## src/rtl/core/dfrc_pkg.sv

```systemverilog
// ----------------------------------------------------------------------------
// dfrc_pkg: shared definitions for the dual filter with reversal counter
// Widths, register indexes, reset values and the item and config structs.
// ----------------------------------------------------------------------------
package dfrc_pkg;

   // data widths
   localparam int SAMPLE_BITS = 16;
   localparam int COEF_BITS   = 18;
   localparam int COEF_FRAC   = 14;
   localparam int NUM_TAPS    = 5;
   localparam int PROD_BITS   = SAMPLE_BITS + COEF_BITS;
   localparam int ACC_BITS    = PROD_BITS + $clog2(NUM_TAPS);
   localparam int SHIFT_BITS  = ACC_BITS - COEF_FRAC;

   // window and reversal count
   localparam int WINDOW     = 50;
   localparam int WIN_BITS   = $clog2(WINDOW);
   localparam int COUNT_BITS = 6;
   localparam logic [COUNT_BITS-1:0] COUNT_MAX = '1;

   // queue between front and back
   localparam int QUEUE_DEPTH = 2;
   localparam int QPTR_BITS   = $clog2(QUEUE_DEPTH);
   localparam int QCNT_BITS   = $clog2(QUEUE_DEPTH + 1);

   // register file
   localparam int CSR_INDEX_BITS = 3;
   localparam logic [CSR_INDEX_BITS-1:0] REG_COEF_B0 = 3'd0;
   localparam logic [CSR_INDEX_BITS-1:0] REG_COEF_B1 = 3'd1;
   localparam logic [CSR_INDEX_BITS-1:0] REG_COEF_B2 = 3'd2;
   localparam logic [CSR_INDEX_BITS-1:0] REG_COEF_A1 = 3'd3;
   localparam logic [CSR_INDEX_BITS-1:0] REG_COEF_A2 = 3'd4;
   localparam logic [CSR_INDEX_BITS-1:0] REG_MODE    = 3'd5;

   localparam logic signed [COEF_BITS-1:0] COEF_B0_RST = 18'sd220;
   localparam logic signed [COEF_BITS-1:0] COEF_B1_RST = 18'sd437;
   localparam logic signed [COEF_BITS-1:0] COEF_B2_RST = 18'sd220;
   localparam logic signed [COEF_BITS-1:0] COEF_A1_RST = -18'sd26993;
   localparam logic signed [COEF_BITS-1:0] COEF_A2_RST = 18'sd11484;

   // counter source select
   localparam logic MODE_AVG = 1'b0;
   localparam logic MODE_IIR = 1'b1;

   // direction of the watched output
   localparam logic [1:0] DIR_NONE = 2'd0;
   localparam logic [1:0] DIR_RISE = 2'd1;
   localparam logic [1:0] DIR_FALL = 2'd2;

   // classified item handed from front to back
   typedef struct packed {
      logic signed [SAMPLE_BITS-1:0] avg;
      logic signed [SAMPLE_BITS-1:0] iir_in;
      logic                          win_first;
      logic                          win_last;
   } item_type;

   // filter and counter settings
   typedef struct packed {
      logic signed [COEF_BITS-1:0] b0;
      logic signed [COEF_BITS-1:0] b1;
      logic signed [COEF_BITS-1:0] b2;
      logic signed [COEF_BITS-1:0] a1;
      logic signed [COEF_BITS-1:0] a2;
      logic                        mode;
   } cfg_type;

   // queue status seen by both sides
   typedef struct packed {
      logic full;
      logic empty;
   } qstat_type;

endpackage

```

## src/rtl/core/dfrc_front.sv

```systemverilog
// ----------------------------------------------------------------------------
// dfrc_front: input beat acceptance and classification
// Computes the moving average and tags each beat with its window position.
// ----------------------------------------------------------------------------
module dfrc_front import dfrc_pkg::*; (
   input  logic                          clock,
   input  logic                          reset,
   input  logic                          req_valid,
   output logic                          req_ready,
   input  logic signed [SAMPLE_BITS-1:0] req_avg_input,
   input  logic signed [SAMPLE_BITS-1:0] req_iir_input,
   input  qstat_type                     qstat,
   output logic                          push,
   output item_type                      push_item
);

   logic signed [SAMPLE_BITS-1:0] avg_prev_ff;
   logic                          first_seen_ff;
   logic [WIN_BITS-1:0]           window_pos_ff;
   logic [WIN_BITS-1:0]           window_pos_in;
   logic signed [SAMPLE_BITS:0]   avg_sum;
   logic                          win_last;

   // take a beat whenever the queue has room
   assign req_ready = !qstat.full;
   assign push      = req_valid && !qstat.full;

   // two-tap average, floor of half the sum
   assign avg_sum = (SAMPLE_BITS+1)'(req_avg_input) + (SAMPLE_BITS+1)'(avg_prev_ff);

   assign win_last      = (window_pos_ff == WIN_BITS'(WINDOW - 1));
   assign window_pos_in = win_last ? '0 : window_pos_ff + 1'b1;

   always_comb begin
      push_item.avg       = first_seen_ff ? avg_sum[SAMPLE_BITS:1] : req_avg_input;
      push_item.iir_in    = req_iir_input;
      push_item.win_first = (window_pos_ff == '0);
      push_item.win_last  = win_last;
   end

   // advance front state on each accepted beat
   always_ff @(posedge clock) begin
      if (reset) begin
         first_seen_ff <= 1'b0;
         window_pos_ff <= '0;
      end else if (push) begin
         first_seen_ff <= 1'b1;
         window_pos_ff <= window_pos_in;
      end
   end

   always_ff @(posedge clock) begin
      if (push) begin
         avg_prev_ff <= req_avg_input;
      end
   end

endmodule

```

## config.mk

```make
export PLATFORM = sky130hd
export DESIGN_NAME = dfrc_front
export DESIGN_NICKNAME = d
export VERILOG_FILES = /design/src/rtl/core/dfrc_pkg.sv /design/src/rtl/core/dfrc_front.sv
export SDC_FILE = /design/constraint.sdc
export NUM_CORES = 1
export LEC_CHECK = 0
export ABC_AREA = 1
export BUFFER_PORTS_ARGS = -buffer_cell sky130_fd_sc_hd__clkbuf_2
export CAP_MARGIN = 20
export CORE_ASPECT_RATIO = 0.5
export CORE_UTILIZATION = 52
export DETAILED_ROUTE_END_ITERATION = 12
export PLACE_DENSITY = 0.83
export SLEW_MARGIN = 20
export SYNTH_ARGS = -nofsm -noshare
export SYNTH_HDL_FRONTEND = slang
export SYNTH_SLANG_ARGS = --single-unit
```

## constraint.sdc

```tcl
create_clock -name clock -period 3.2 [get_ports clock]
set_input_delay 0 -clock clock [delete_from_list [all_inputs] [get_ports clock]]
set_output_delay 0 -clock clock [all_outputs]
set_load 0.005 [all_outputs]
```

==> out/results.txt <==
Leakage Power = 1.37 nW
Top post-synthesis cells by area = edfxtp_1 22%, nand2_1 22%, ha_1 11%, inv_1 8.8%, dfxtp_1 6.5%
Path depth of the worst reg2reg path = 2
Synth Instances = 318
Worst-path cell with the longest stage delay = edfxtp_1
Maxcap violations = 0
Routed wire length = 4860 um
Clock Skew = 0.480 ps
Tmin final = 2080 ps
Initial antenna violation count = 0
Worst-path cell chain = nand2_1, inv_1, fa_1, nand2_1, nand2_1, nand3_1, nand2_1, nand2_1, nand2_1, nand2_1, nand3_1, nand2_1, clkbuf_2
Core Area = 3920 um2
Share of cells above drive strength 1 = 0.165
Worst slew pin tran = 826 ps
Most common cell in the synthesized netlist = nand2_1
TritonCTS buffer count = 3
Die Area = 4390 um2
Clock Sinks = 23
Diodes inserted = 0
Share of the synthesized area in the top cell type = 0.224
ANT nets after route = 0
Width of the die = 92.7 um
Max VDD drop = 0.000162 V
Worst rel slew slack = 0.449
Hold Path Class = primary input to primary output
Min-delay src = req_iir_input[2]
Setup violators final = 0
Syn Nets = 374
Total track usage = 0.217
Number of library cell types mapped by synthesis = 28
Clock Path Buffers = 2
Wirelength per Cell = 11.8 um
# rows = 16
Drt drc = 0
Tcrit/Tclk final = 0.651
Post-synth top cells = 123 x nand2_1, 50 x inv_1, 19 x nand3_1, 18 x buf_4, 18 x ha_1
Yosys top cell by area = edfxtp_1
Post-synthesis sequential area ratio = 0.290
Finished Layout Cells = 412
Root buffer cell = clkbuf_8
Final nets = 415
Unrepaired setup endpoints after global routing = false
Status = finished, final reports clean
Fmax = 480 MHz
Die Span Y = 47.4 um
Hold Path End = push_item[4]
R2R Path Start = first_seen_ff
Most used cell, CP = nand2_1
Initial Util = 0.546
DR pass1 iterations = 4
Worst hold stages = 0
Flops & latches, synth = 23
Worst setup EP type = primary output
Clk Latency, worst-skew pair = 270 ps
Total congestion overflow = 0
Setup TNS = 0 ps
Clk slew on worst S/H paths = 100 ps
Dpl hpwl = 3580 um
Main synth FF type = edfxtp_1
Reg2reg end = first_seen_ff
Fraction of registers with async set/reset = 0
GP Congestion = 0.932
Setup CP Type = flip-flop to primary output
Placed cell count = 391
Area Growth Syn to Fin = 15.8%
Mapped Avg Cell Area = 6.73 um2
Avg Vias per Cell = 4.94
Max FO, Critical Path = 4
Final Max Slew Viols = 0
Top-Level Pins = 73
Synthesized area = 2140 um2
Endpoints failing hold = 0
CP startpoint kind = flip-flop
YS warnings = 0
CTS tree = yes
Post-synth EDFFs = 16
Vias in the first global route = 1784
R2r setup slk = 1790 ps
Crit path DAT = 2080 ps
Req. time, crit path = 3200 ps
First-pass GRT wire length = 7400 um
Drt initial violations = 126
Pwr/cell area = 342 nW/um2
Port Buffers = 39
H-tree Lvls = 1
Largest net degree at the start of global routing = 23
CP peak stage delay = 390 ps
Total number of vias = 2037
==> worst max-delay path by stage <==
stage	depth (start not counted)	endpoint	startpoint
floorplan	10	push_item[23]	avg_prev_ff[0]
global placement	13	push_item[29]	avg_prev_ff[0]
detailed placement	13	push_item[29]	avg_prev_ff[0]
CTS	13	push_item[29]	avg_prev_ff[0]
global route	13	push_item[29]	avg_prev_ff[0]
finish	13	push_item[29]	avg_prev_ff[0]
==> logic make-up (layout without fill, tap and decap cells) <==
| group | after synthesis | after routing | synth area share |
|---|---|---|---|
| flip-flops | 23 | 23 | 0.290 |
| adder cells (fa/ha/maj) | 19 | 19 | 0.115 |
| AO/OA/AOI/OAI | 20 | 20 | 0.0526 |
| XOR/XNOR | 5 | 5 | 0.0205 |
| AND/OR/NAND/NOR | 177 | 177 | 0.361 |
| buffers and inverters | 74 | 114 | 0.161 |
==> layer usage <==
metal  global-route usage  share of wire  vias up
met2                0.378           0.45       64
met3               0.0372          0.064       16
li1                     -              -     1056
met5                    0              0        -
met4               0.0923          0.026        0
met1                0.280           0.46      901
==> cells in the final DEF, fill, tap and decap left out <==
cell / n
dlygate4sd3_1: 17
nand2_2: 4
nand2_4: 1
fa_1: 1
nor4_4: 1
nor3_2: 4
edfxtp_1: 16
o21ai_0: 4
nand4_1: 1
ha_1: 18
a21oi_2: 2
nand2_1: 123
and2_1: 1
a211oi_1: 1
xnor2_1: 3
dfxtp_1: 7
clkbuf_8: 3
xor2_1: 2
a21o_1: 1
a21oi_1: 10
nand3_1: 19
nor2_1: 16
o21ai_1: 2
inv_4: 1
clkbuf_2: 39
inv_1: 50
inv_2: 4
nand3b_1: 4
or2_1: 1
nor3_1: 2
==> critical path, delay by kind of cell, from the launching register on <==
family / cells / cell delay [ps]
simple gates: 10 / 870
flops: 1 / 390
buf+inv: 2 / 160
fa+ha+maj: 1 / 390
==> metrics by stage <==
| step | hold WS, ps | utilization | setup WS (ps) | cell area, um2 | power [mW] |
|---|---|---|---|---|---|
| 6_report | 0.00228 | 0.632 | 1120 | 2480 | 0.847 |
| 5_1_grt | 0.0113 | 0.632 | 919 | 2480 | 0.906 |
| 4_1_cts | 0.0601 | 0.632 | 1120 | 2480 | 0.849 |
| 3_5_place_dp | 0.0601 | 0.576 | 1420 | 2260 | 0.636 |
| 2_1_floorplan | 29.8 | - | 1760 | 2140 | 0.568 |
| 3_3_place_gp | 0.0601 | 0.576 | 1510 | 2260 | 0.627 |
==> timing repair <==
action / in CTS / in global routing
resized for setup: 0 / 0
buffers inserted: 0 / 0
hold buffers: 17 / 0
hold endpoints to repair: 18 / 0
==> final cells by class <==
class / instances / area (um2)
multi-input cells: 221 / 1170
flip-flops and latches: 23 / 621
repair buffers: 56 / 365
clock buffers: 3 / 41.3
fillers: 376 / 1450
well taps: 54 / 67.6
clock inverters: 1 / 6.26
inverters: 54 / 203
==> flip-flops by register name (all words and copies together), names as in the netlist <==
signal,cells
first_seen_ff,1
avg_prev_ff,16
window_pos_ff,6
==> where the power goes <==
group          internal, mW  total [mW]  switching (mW)
clock                0.0891       0.199           0.110
sequential            0.336       0.346         0.00996
combinational         0.124       0.302           0.179
total                 0.549       0.847           0.298
(Power assumes the default switching activity.)
