[config.mk]
export PLATFORM = sky130hd
export DESIGN_NAME = dfrc_queue
export DESIGN_NICKNAME = d
export VERILOG_FILES = /design/src/rtl/core/dfrc_pkg.sv /design/src/rtl/core/dfrc_queue.sv
export SDC_FILE = /design/constraint.sdc
export NUM_CORES = 1
export LEC_CHECK = 0
export BUFFER_PORTS_ARGS = -buffer_cell sky130_fd_sc_hd__buf_2
export CAP_MARGIN = 10
export CORE_MARGIN = 10
export CORE_UTILIZATION = 48
export CTS_BUF_LIST = sky130_fd_sc_hd__clkbuf_4 sky130_fd_sc_hd__clkbuf_8
export CTS_CLUSTER_SIZE = 8
export DETAILED_ROUTE_END_ITERATION = 10
export GPL_TIMING_DRIVEN = 0
export PLACE_DENSITY = 0.77
export SLEW_MARGIN = 20
export SYNTH_ARGS = -nofsm -noshare
export SYNTH_HDL_FRONTEND = slang
export SYNTH_SLANG_ARGS = --single-unit
[constraint.sdc]
create_clock -name clock -period 2.2 [get_ports clock]
set_input_delay 0.22 -clock clock [delete_from_list [all_inputs] [get_ports clock]]
set_output_delay 0.22 -clock clock [all_outputs]
set_load 0.005 [all_outputs]
[src/rtl/core/dfrc_pkg.sv]
// ----------------------------------------------------------------------------
// dfrc_pkg: shared definitions for the dual filter with reversal counter
// Widths, register indexes, reset values and the item and config structs.
// ----------------------------------------------------------------------------
package dfrc_pkg;

   // data widths
   localparam int SAMPLE_BITS = 16;
   localparam int COEF_BITS   = 18;
   localparam int COEF_FRAC   = 14;
   localparam int NUM_TAPS    = 5;
   localparam int PROD_BITS   = SAMPLE_BITS + COEF_BITS;
   localparam int ACC_BITS    = PROD_BITS + $clog2(NUM_TAPS);
   localparam int SHIFT_BITS  = ACC_BITS - COEF_FRAC;

   // window and reversal count
   localparam int WINDOW     = 50;
   localparam int WIN_BITS   = $clog2(WINDOW);
   localparam int COUNT_BITS = 6;
   localparam logic [COUNT_BITS-1:0] COUNT_MAX = '1;

   // queue between front and back
   localparam int QUEUE_DEPTH = 2;
   localparam int QPTR_BITS   = $clog2(QUEUE_DEPTH);
   localparam int QCNT_BITS   = $clog2(QUEUE_DEPTH + 1);

   // register file
   localparam int CSR_INDEX_BITS = 3;
   localparam logic [CSR_INDEX_BITS-1:0] REG_COEF_B0 = 3'd0;
   localparam logic [CSR_INDEX_BITS-1:0] REG_COEF_B1 = 3'd1;
   localparam logic [CSR_INDEX_BITS-1:0] REG_COEF_B2 = 3'd2;
   localparam logic [CSR_INDEX_BITS-1:0] REG_COEF_A1 = 3'd3;
   localparam logic [CSR_INDEX_BITS-1:0] REG_COEF_A2 = 3'd4;
   localparam logic [CSR_INDEX_BITS-1:0] REG_MODE    = 3'd5;

   localparam logic signed [COEF_BITS-1:0] COEF_B0_RST = 18'sd220;
   localparam logic signed [COEF_BITS-1:0] COEF_B1_RST = 18'sd437;
   localparam logic signed [COEF_BITS-1:0] COEF_B2_RST = 18'sd220;
   localparam logic signed [COEF_BITS-1:0] COEF_A1_RST = -18'sd26993;
   localparam logic signed [COEF_BITS-1:0] COEF_A2_RST = 18'sd11484;

   // counter source select
   localparam logic MODE_AVG = 1'b0;
   localparam logic MODE_IIR = 1'b1;

   // direction of the watched output
   localparam logic [1:0] DIR_NONE = 2'd0;
   localparam logic [1:0] DIR_RISE = 2'd1;
   localparam logic [1:0] DIR_FALL = 2'd2;

   // classified item handed from front to back
   typedef struct packed {
      logic signed [SAMPLE_BITS-1:0] avg;
      logic signed [SAMPLE_BITS-1:0] iir_in;
      logic                          win_first;
      logic                          win_last;
   } item_type;

   // filter and counter settings
   typedef struct packed {
      logic signed [COEF_BITS-1:0] b0;
      logic signed [COEF_BITS-1:0] b1;
      logic signed [COEF_BITS-1:0] b2;
      logic signed [COEF_BITS-1:0] a1;
      logic signed [COEF_BITS-1:0] a2;
      logic                        mode;
   } cfg_type;

   // queue status seen by both sides
   typedef struct packed {
      logic full;
      logic empty;
   } qstat_type;

endpackage

[src/rtl/core/dfrc_queue.sv]
// ----------------------------------------------------------------------------
// dfrc_queue: short FIFO between front and back
// Lets one side stall without stalling the other until it fills or empties.
// ----------------------------------------------------------------------------
module dfrc_queue import dfrc_pkg::*; (
   input  logic      clock,
   input  logic      reset,
   input  logic      push,
   input  item_type  push_item,
   input  logic      pop,
   output item_type  pop_item,
   output qstat_type qstat
);

   item_type             entry_ff [QUEUE_DEPTH];
   logic [QPTR_BITS-1:0] wr_ptr_ff;
   logic [QPTR_BITS-1:0] rd_ptr_ff;
   logic [QCNT_BITS-1:0] count_ff;
   logic [QCNT_BITS-1:0] count_in;

   assign qstat.full  = (count_ff == QCNT_BITS'(QUEUE_DEPTH));
   assign qstat.empty = (count_ff == '0);
   assign pop_item    = entry_ff[rd_ptr_ff];

   always_comb begin
      count_in = count_ff;
      if (push && !pop) begin
         count_in = count_ff + 1'b1;
      end else if (pop && !push) begin
         count_in = count_ff - 1'b1;
      end
   end

   // advance pointers, wrapping at the depth
   always_ff @(posedge clock) begin
      if (reset) begin
         wr_ptr_ff <= '0;
         rd_ptr_ff <= '0;
         count_ff  <= '0;
      end else begin
         count_ff <= count_in;
         if (push) begin
            wr_ptr_ff <= (wr_ptr_ff == QPTR_BITS'(QUEUE_DEPTH - 1)) ? '0 : wr_ptr_ff + 1'b1;
         end
         if (pop) begin
            rd_ptr_ff <= (rd_ptr_ff == QPTR_BITS'(QUEUE_DEPTH - 1)) ? '0 : rd_ptr_ff + 1'b1;
         end
      end
   end

   always_ff @(posedge clock) begin
      if (push) begin
         entry_ff[wr_ptr_ff] <= push_item;
      end
   end

endmodule

==> flow_summary.ini, run 1 <==
[synthesis]
synth_top_family_by_area = multiplexers
synthSimpleGateAreaFrac_pct = 1.74
synth.area.mux_share_pct = 14.4
synthCells = 128
ys_ff_latch = 73
synth_adder_area_share_pct = 0.470
syn_nets = 167
syn_area_um2 = 2660
yosysSeqAreaShare_pct = 80.5
yosys_warnings = 0
synth_cell_types = 16
syn_area_per_cell_um2 = 20.8
synth_xor_area_share_pct = 1.32
synth-compound-area-share_pct = 0.376

[floorplanning]
core_area_um2 = 5440
initial_core_util_pct = 48.9
dieArea_um2 = 8920
rows = 27
fp.dieW_um = 94.4
die_h_um = 94.4
io_pins = 74

[final_layout]
fillers = 428
antennaDiodeCount = 0
nNetsFinal = 253
areaGrowthSynthToFinish_pct = 26.1
layout.cells.non_filler = 291
final_cell_mix = 74 x buf_2, 68 x edfxtp_1, 34 x mux2_2
multi_input_area_um2 = 495
final_common_cell = buf_2
drive_gt1_share_pct = 59.4
regArea_um2 = 2140

[worst_setup_path]
cp_cell_sequence = buf_2 -> buf_4 -> mux2_2 -> buf_2
cp_max_fo = 10
path_common_cell = buf_2
rr_worst_depth = 2
cp.arrival_ps = 1520
slowest_delay_ps = 360
rr_startpoint = wr_ptr_ff
cp-end-kind = primary output
rrSetupSlack_ps = 910
r2r-end = entry_ff[1][20]
slowest_stage = mux2_2
critical_path_class = reg -> out
cp_data_required_time_ps = 1980
crit_path_start_kind = register

[pwr]
powerDensity_nw_per_um2 = 880
p_total_w = 0.00295
clkPwrFrac_pct = 33.4
switching_share_pct = 21.5
intPower_w = 0.00232
p_switching_w = 0.000634
peakVddDrop_mv = 0.572
leakage_nw = 1.29
p_comb_share_pct = 11.1
p_seq_share_pct = 55.5

[clock_tree]
cts_root_buffer = clkbuf_8
h-tree-depth = 3
cts_resized = 0
cts_buffers = 9
postCtsHoldBufs = 0
cts_tree = done
cts.clk_slew.worst_paths_ps = 70
cts.path.max_buffers = 2
postCtsSetupBuffers = 0
cts.sink_count = 73
clock_latency_ps = 330

[detailed_routing]
vias_per_cell = 4.74
wl_um = 4920
wire_per_inst_um = 16.9
drtIter0Drc = 42
dr.pass1.iters = 2
ant_nets = 0
vias = 1379
drc_errors = 0

[timing]
fin_crit_ps = 1740
setup_viol = 0
max_slew_margin_pct = 76.2
skew_ps = 6.20
finalCritPeriodShare_pct = 79.1
fmax_mhz = 575
maxSlewViolCount = 0
hold_viol_final = 0
rsz0062_at_grt = no
tightest_slew_ps = 357

[grt]
gr-usage-all-layers_pct = 11.2
grt_antenna_before_repair = 0
grt_max_degree = 26
grtUsageMet2_pct = 20.4
grt_pass1_vias = 1499
grt-busiest-layer = met2
grt_pass1_wl_um = 7300
grtUsageMet3_pct = 2.93
met1_usage_pct = 10.3
overflow = 0

[placement]
gp_congestion = 0.666
dp_hpwl_um = 3570
portBuffers = 73
dp_cells = 275

[hold_path]
whs_endpoint = entry_ff[1][23]
holdPathStages = 1
hp-class = in -> reg
min_from = push_item[23]

[flow_run]
maxCapViolations = 0

[run_status]
status = completed
-- Yosys cell counts --
| cell type | n | area (um2) |
|---|---|---|
| a21oi_1 | 1 | 5.00 |
| and2_1 | 1 | 6.26 |
| and2b_2 | 1 | 8.76 |
| buf_2 | 1 | 5.00 |
| buf_4 | 3 | 22.5 |
| dfxtp_1 | 5 | 100 |
| edfxtp_1 | 68 | 2040 |
| ha_1 | 1 | 12.5 |
| inv_1 | 1 | 3.75 |
| mux2_2 | 34 | 383 |
| nor2_1 | 5 | 18.8 |
| nor2b_1 | 1 | 6.26 |
| o21ai_0 | 1 | 5.00 |
| or3_1 | 1 | 6.26 |
| xnor2_1 | 2 | 17.5 |
| xor2_1 | 2 | 17.5 |
-- registers in the layout (all words and copies together) (netlist names), named ones only --
| register | count |
|---|---|
| count_ff | 2 |
| wr_ptr_ff | 1 |
| entry_ff | 68 |
| rd_ptr_ff | 1 |
-- metal layers --
layer / share of wire, % / vias to the layer above
met2: 58 / 33
met3: 4.8 / 10
met4: 2.6 / 0
met1: 34 / 670
met5: 0 / -
li1: - / 666
-- critical path, delay by kind of cell (launching register included) --
kind | cells | cell delay (ps)
muxes | 1 | 360
buffers and inverters | 3 | 530
DFF | 1 | 300
-- stage by stage --
stage               util [%]  hold WS, ps  worst slack (ps)  setup TNS (ps)  instance area, um2
finish                  61.7         67.6               461               0                3350
global route            61.7         49.8               377               0                3350
CTS                     61.7         49.0               418               0                3350
detailed placement      58.2          411               791               0                3160
global placement        57.3          407             -1.04           -7.86                3120
floorplan                  -          289               560               0                2660
-- power groups by stage --
stage          combinational [W]  clock, W  sequential [W]
6_report                0.000327  0.000985         0.00164
5_1_grt                 0.000359   0.00108         0.00165
3_3_place_gp            0.000316         0         0.00167
3_5_place_dp            0.000338         0         0.00167
4_1_cts                 0.000340   0.00101         0.00164
2_1_floorplan           0.000172         0         0.00166
-- kinds of logic (layout without fill, tap and decap cells) --
group / Yosys count / after routing
compound gates: 2 / 2
flops: 73 / 73
xor+xnor: 4 / 4
mux: 34 / 34
buf+inv: 5 / 96
simple gates: 9 / 9
fa+ha+maj: 1 / 1
-- layout make-up --
cell class	count	share of cell area (%)
Buffer	4	0.821
Clock buffer	10	3.92
Clock inverter	6	1.75
Inverter	1	0.112
Multi-Input combinational cell	50	14.8
Sequential cell	73	63.9
Tap cell	72	2.69
Timing Repair Buffer	75	12.1
-- worst max-delay path by stage --
stage / to / slack (ps) / depth (start not counted)
finish: pop_item[21] / 460 / 4
global route: pop_item[21] / 380 / 4
CTS: pop_item[21] / 420 / 4
detailed placement: pop_item[21] / 790 / 4
global placement: entry_ff[0][17] / -1 / 2
floorplan: entry_ff[0][0] / 560 / 1
Note: power is estimated with default switching activity, not from simulation.
==> inputs of run 2 (changes only) <==
clock period = 1.5 ns   (was 2.2 ns; I/O delays follow)
==> run 2 against run 1 <==
  * The flow now finishes with violations (negative setup slack)
  * Global-route usage grew 1.7 points
  * Hold slack lost 51 ps
  * Largest cell class unchanged
  * Register-to-register slack lost 790 ps
  * Routed wire length grew 16%
  * Final cell count grew 11%
  * First-iteration DRC count grew 86%
  * Largest power group unchanged
  * Clock power grew 47%
==> flow_summary.ini, run 2 (synthesized netlist as in run 1, its figures left out) <==
[hold_path]
hp-class = in -> reg
whs_endpoint = entry_ff[1][17]
min_from = push_item[17]
holdPathStages = 1

[worst_setup_path]
cp.arrival_ps = 1430
slowest_delay_ps = 320
rrSetupSlack_ps = 120
cp-end-kind = primary output
path_buf_inv = 4
slowest_stage = dfxtp_2
cp_cell_sequence = buf_8 -> buf_12 -> buf_6 -> mux2_4 -> buf_6
rr_worst_depth = 2
rr_startpoint = wr_ptr_ff
crit_path_start_kind = register
cp_data_required_time_ps = 1350
r2r-end = entry_ff[0][19]
critical_path_class = reg -> out
path_common_cell = buf_6
cp_max_fo = 5
path_delay_family = buffers and inverters

[pwr]
p_comb_share_pct = 16.8
switching_share_pct = 21.5
leakage_nw = 1.61
clkPwrFrac_pct = 31.3
powerDensity_nw_per_um2 = 1160
intPower_w = 0.00365
p_seq_share_pct = 51.9
peakVddDrop_mv = 0.703
p_switching_w = 0.000997

[final_layout]
multi_input_area_um2 = 598
fin_area_um2 = 4010
reg.largest.list = entry_ff (68), count_ff (2)
fillers = 345
final_cell_mix = 68 x edfxtp_1, 44 x buf_2, 30 x dlygate4sd3_1, 30 x buf_6, 27 x mux2_4
final_common_cell = edfxtp_1
drive_gt1_share_pct = 52.6
largest_reg_flops = 68
layout.cells.non_filler = 324
top_register = entry_ff
nNetsFinal = 285
regArea_um2 = 2140
areaGrowthSynthToFinish_pct = 50.8

[timing]
hold_slack_ps = 16.2
fin_crit_ps = 1580
fmax_mhz = 631
rsz0062_at_grt = yes
tightest_slew_ps = 594
final.setup.worst_slack_ps = -84.9
max_slew_margin_pct = 60.3
maxSlewViolCount = 0
skew_ps = 7.05
finalCritPeriodShare_pct = 106
hold_viol_final = 0
setup_viol = 31

[placement]
place_area_um2 = 3150
portBuffers = 73
gp_congestion = 0.680
dp_hpwl_um = 3540
dp_cells = 274

[floorplanning]
die_h_um = 94.4
io_pins = 74
fp.dieW_um = 94.4
core_area_um2 = 5440
rows = 27
initial_core_util_pct = 48.9
dieArea_um2 = 8920

[clock_tree]
cts_tree = done
cts.sink_count = 73
clock_latency_ps = 340
h-tree-depth = 3
cts_buffers = 9
cts.path.max_buffers = 2
cts.clk_slew.worst_paths_ps = 70
cts_root_buffer = clkbuf_8

[run_status]
status = finished, violations left
violations = negative setup slack

[grt]
grt-busiest-layer = met2
grt_pass1_wl_um = 8510
overflow = 0
grt_antenna_before_repair = 0
grtUsageMet3_pct = 3.73
met1_usage_pct = 13.1
grt_max_degree = 35
grt_pass1_vias = 1692
grtUsageMet2_pct = 22.9
gr-usage-all-layers_pct = 12.8

[detailed_routing]
dr.pass1.iters = 4
ant_nets = 0
wire_per_inst_um = 17.6
wl_um = 5690
vias_per_cell = 4.75
drtIter0Drc = 78
vias = 1538
drc_errors = 0

[flow_run]
maxCapViolations = 0
[run 2: per-stage QoR]
step           TNS (ps)  util (%)  setup slack [ps]  total power (W)
2_1_floorplan     -4760         -              -140          0.00269
3_3_place_gp     -20810      57.3              -613          0.00291
3_5_place_dp       -898      57.9             -27.3          0.00294
4_1_cts           -2250      69.1             -88.6          0.00452
5_1_grt           -2730      73.7              -123          0.00483
6_report          -1170      73.8             -84.9          0.00465
[run 2: worst max-delay path by stage]
stage | start | to | cells after the start
2_1_floorplan | wr_ptr_ff | entry_ff[0][0] | 1
3_3_place_gp | wr_ptr_ff | entry_ff[0][26] | 1
6_report | register | pop_item[14] | 5
5_1_grt | register | pop_item[33] | 4
4_1_cts | register | pop_item[31] | 4
3_5_place_dp | wr_ptr_ff | entry_ff[1][21] | 1
[run 2: cell type report]
type / instances / area share, %
sequential: 73 / 53.4
timing repair buffer: 107 / 22.8
multi-input combinational: 50 / 14.9
clock buffer: 11 / 3.46
tap: 72 / 2.25
buffer: 4 / 1.87
clock inverter: 5 / 1.15
inverter: 1 / 0.0936
antenna: 1 / 0.0624
[run 2: repair_timing]
| item | in CTS | in global routing |
|---|---|---|
| buffers inserted | 2 | 1 |
| endpoints found under the setup margin | 65 | 32 |
| hold buffers | 30 | 0 |
| pin swaps | 0 | 0 |
| endpoints found under the hold margin | 58 | 0 |
| gates resized for setup | 26 | 45 |
[run 2: power by group through the flow]
stage | Clock, W | Combinational, W | Sequential (W)
after floorplan | 0 | 0.000253 | 0.00244
final | 0.00145 | 0.000781 | 0.00241
after global routing | 0.00157 | 0.000834 | 0.00242
after global placement | 0 | 0.000468 | 0.00244
after detailed placement | 0 | 0.000494 | 0.00245
after CTS | 0.00147 | 0.000632 | 0.00241
[run 2: worst reg2reg max path, stage by stage, from the launching register on]
cell     delay, ps
dfxtp_1        350
nor2b_4        500
buf_16         230
[run 2: layer usage]
layer / up-vias / part of all wire (%)
li1: 730 / -
met1: 755 / 38
met2: 43 / 56
met3: 10 / 4.5
met4: 0 / 2.0
met5: - / 0
==> inputs of run 3 (changes only) <==
RECOVER_POWER = 25   (was not set)
==> run 3 against run 2 <==
  * The run still ends with negative setup slack left
  * Critical path depth unchanged
  * Hold slack improved by 15 ps
  * Via count fell by 0.33%
  * Routed wire length up 0.26%
  * Global-route usage did not move
  * Die area unchanged
  * Worst setup slack improved by 1.4 ps
  * Sequential power about the same
==> flow_summary.ini, run 3 (synthesized netlist as in run 1, its figures left out) <==
[placement]
dp_hpwl_um = 3540
portBuffers = 73
gp_congestion = 0.680
place_ws_ps = -27.3

[floorplanning]
fp.dieW_um = 94.4
io_pins = 74
initial_core_util_pct = 48.9
dieArea_um2 = 8920
core_area_um2 = 5440
rows = 27
die_h_um = 94.4

[clock_tree]
cts_buffers = 9
clock_latency_ps = 340
cts_root_buffer = clkbuf_8
cts.sink_count = 73
cts.clk_slew.worst_paths_ps = 60
h-tree-depth = 3
cts_tree = done
cts.path.max_buffers = 2

[grt]
overflow = 0
grt_antenna_before_repair = 0
gr-usage-all-layers_pct = 12.8
grt_pass1_vias = 1692
grt_pass1_wl_um = 8510
grt_max_degree = 35

[pwr]
powerDensity_nw_per_um2 = 1160
peakVddDrop_mv = 0.703
p_comb_share_pct = 16.7
leakage_nw = 1.56
switching_share_pct = 21.5
clkPwrFrac_pct = 31.3
p_switching_w = 0.000998
p_seq_share_pct = 52.0
intPower_w = 0.00364

[timing]
finalCritPeriodShare_pct = 106
rsz0062_at_grt = yes
fin_crit_ps = 1580
hold_viol_final = 0
final.setup.worst_slack_ps = -83.5
max_slew_margin_pct = 60.3
fmax_mhz = 632
setup_total_negative_slack_ps = -1160
setup_viol = 31
maxSlewViolCount = 0
skew_ps = 7.08
tightest_slew_ps = 594

[final_layout]
final_cell_mix = 68 x edfxtp_1, 30 x dlygate4sd3_1, 30 x buf_6
nNetsFinal = 285
reg.largest.list = entry_ff (68), count_ff (2)
areaGrowthSynthToFinish_pct = 50.0
final_common_cell = edfxtp_1
top_register = entry_ff
fillers = 350
largest_reg_flops = 68
drive_gt1_share_pct = 45.8

[detailed_routing]
wire_per_inst_um = 17.6
vias_per_cell = 4.73
drc_errors = 0
drtIter0Drc = 70
ant_nets = 0
dr.pass1.iters = 4
wl_um = 5710
vias = 1533

[run_status]
status = finished, violations left
violations = negative setup slack

[worst_setup_path]
cp.arrival_ps = 1430
rrSetupSlack_ps = 120
cp-end-kind = primary output
rr_startpoint = wr_ptr_ff
cp-endpoint = pop_item[14]
crit_path_start_kind = register
cp_data_required_time_ps = 1350
rr_worst_depth = 2
critical_path_class = reg -> out
cp_max_fo = 5
r2r-end = entry_ff[0][19]

[flow_run]
maxCapViolations = 0

[hold_path]
min_from = reset
hp-class = in -> reg
run 3: layout make-up:
class / count / area, um2 / area share [%]
flip-flops and latches: 73 / 2140 / 53.7
repair buffers: 107 / 892 / 22.4
multi-input cells: 50 / 598 / 15.0
clock buffers: 11 / 139 / 3.48
well taps: 72 / 90.1 / 2.26
plain buffers: 4 / 75.1 / 1.88
clock inverters: 5 / 46.3 / 1.16
inverters: 1 / 3.75 / 0.0941
diodes: 1 / 2.50 / 0.0627
run 3: power by group through the flow:
stage	clock, W	combinational (W)	sequential (W)
floorplan	0	0.000253	0.00244
global placement	0	0.000468	0.00244
detailed placement	0	0.000494	0.00245
CTS	0.00147	0.000632	0.00241
global route	0.00157	0.000829	0.00242
finish	0.00145	0.000776	0.00241
run 3: metal layers:
metal	vias up	GRT usage [%]	share of wire (%)
li1	728	-	-
met1	756	13.1	38
met2	39	22.9	56
met3	10	3.73	4.5
met4	0	7.34	1.9
met5	-	0	0
run 3: worst min path at each step:
stage / endpoint / slack [ps] / cells after the start
2_1_floorplan: count_ff[1] / 220 / 1
3_3_place_gp: entry_ff[0][16] / 340 / 1
3_5_place_dp: entry_ff[0][19] / 340 / 1
4_1_cts: entry_ff[1][14] / 5 / 1
5_1_grt: wr_ptr_ff / 40 / 2
6_report: register / 30 / 2
run 3: metrics by stage:
step                instance area (um2)  util (%)  power [W]  hold WS [ps]  std cells
finish                             3990      73.4    0.00464          31.7        324
global route                       3990      73.3    0.00482          37.5        323
CTS                                3760      69.1    0.00452          4.99        322
detailed placement                 3150      57.9    0.00294           341        274
global placement                   3120      57.3    0.00291           338        273
floorplan                          2660         -    0.00269           219        128
run 3: critical path, cell delays in order, from the launching register on:
cell     delay (ps)
dfxtp_2         320
buf_8           140
buf_12          130
buf_6           100
mux2_4          290
buf_6           120
run 3: repair_timing:
item	4_1_cts	5_1_grt
setup buffers	2	1
endpoints found under the hold margin	58	0
gates resized for setup	26	45
hold buffers	30	0
endpoints found under the setup margin	65	32
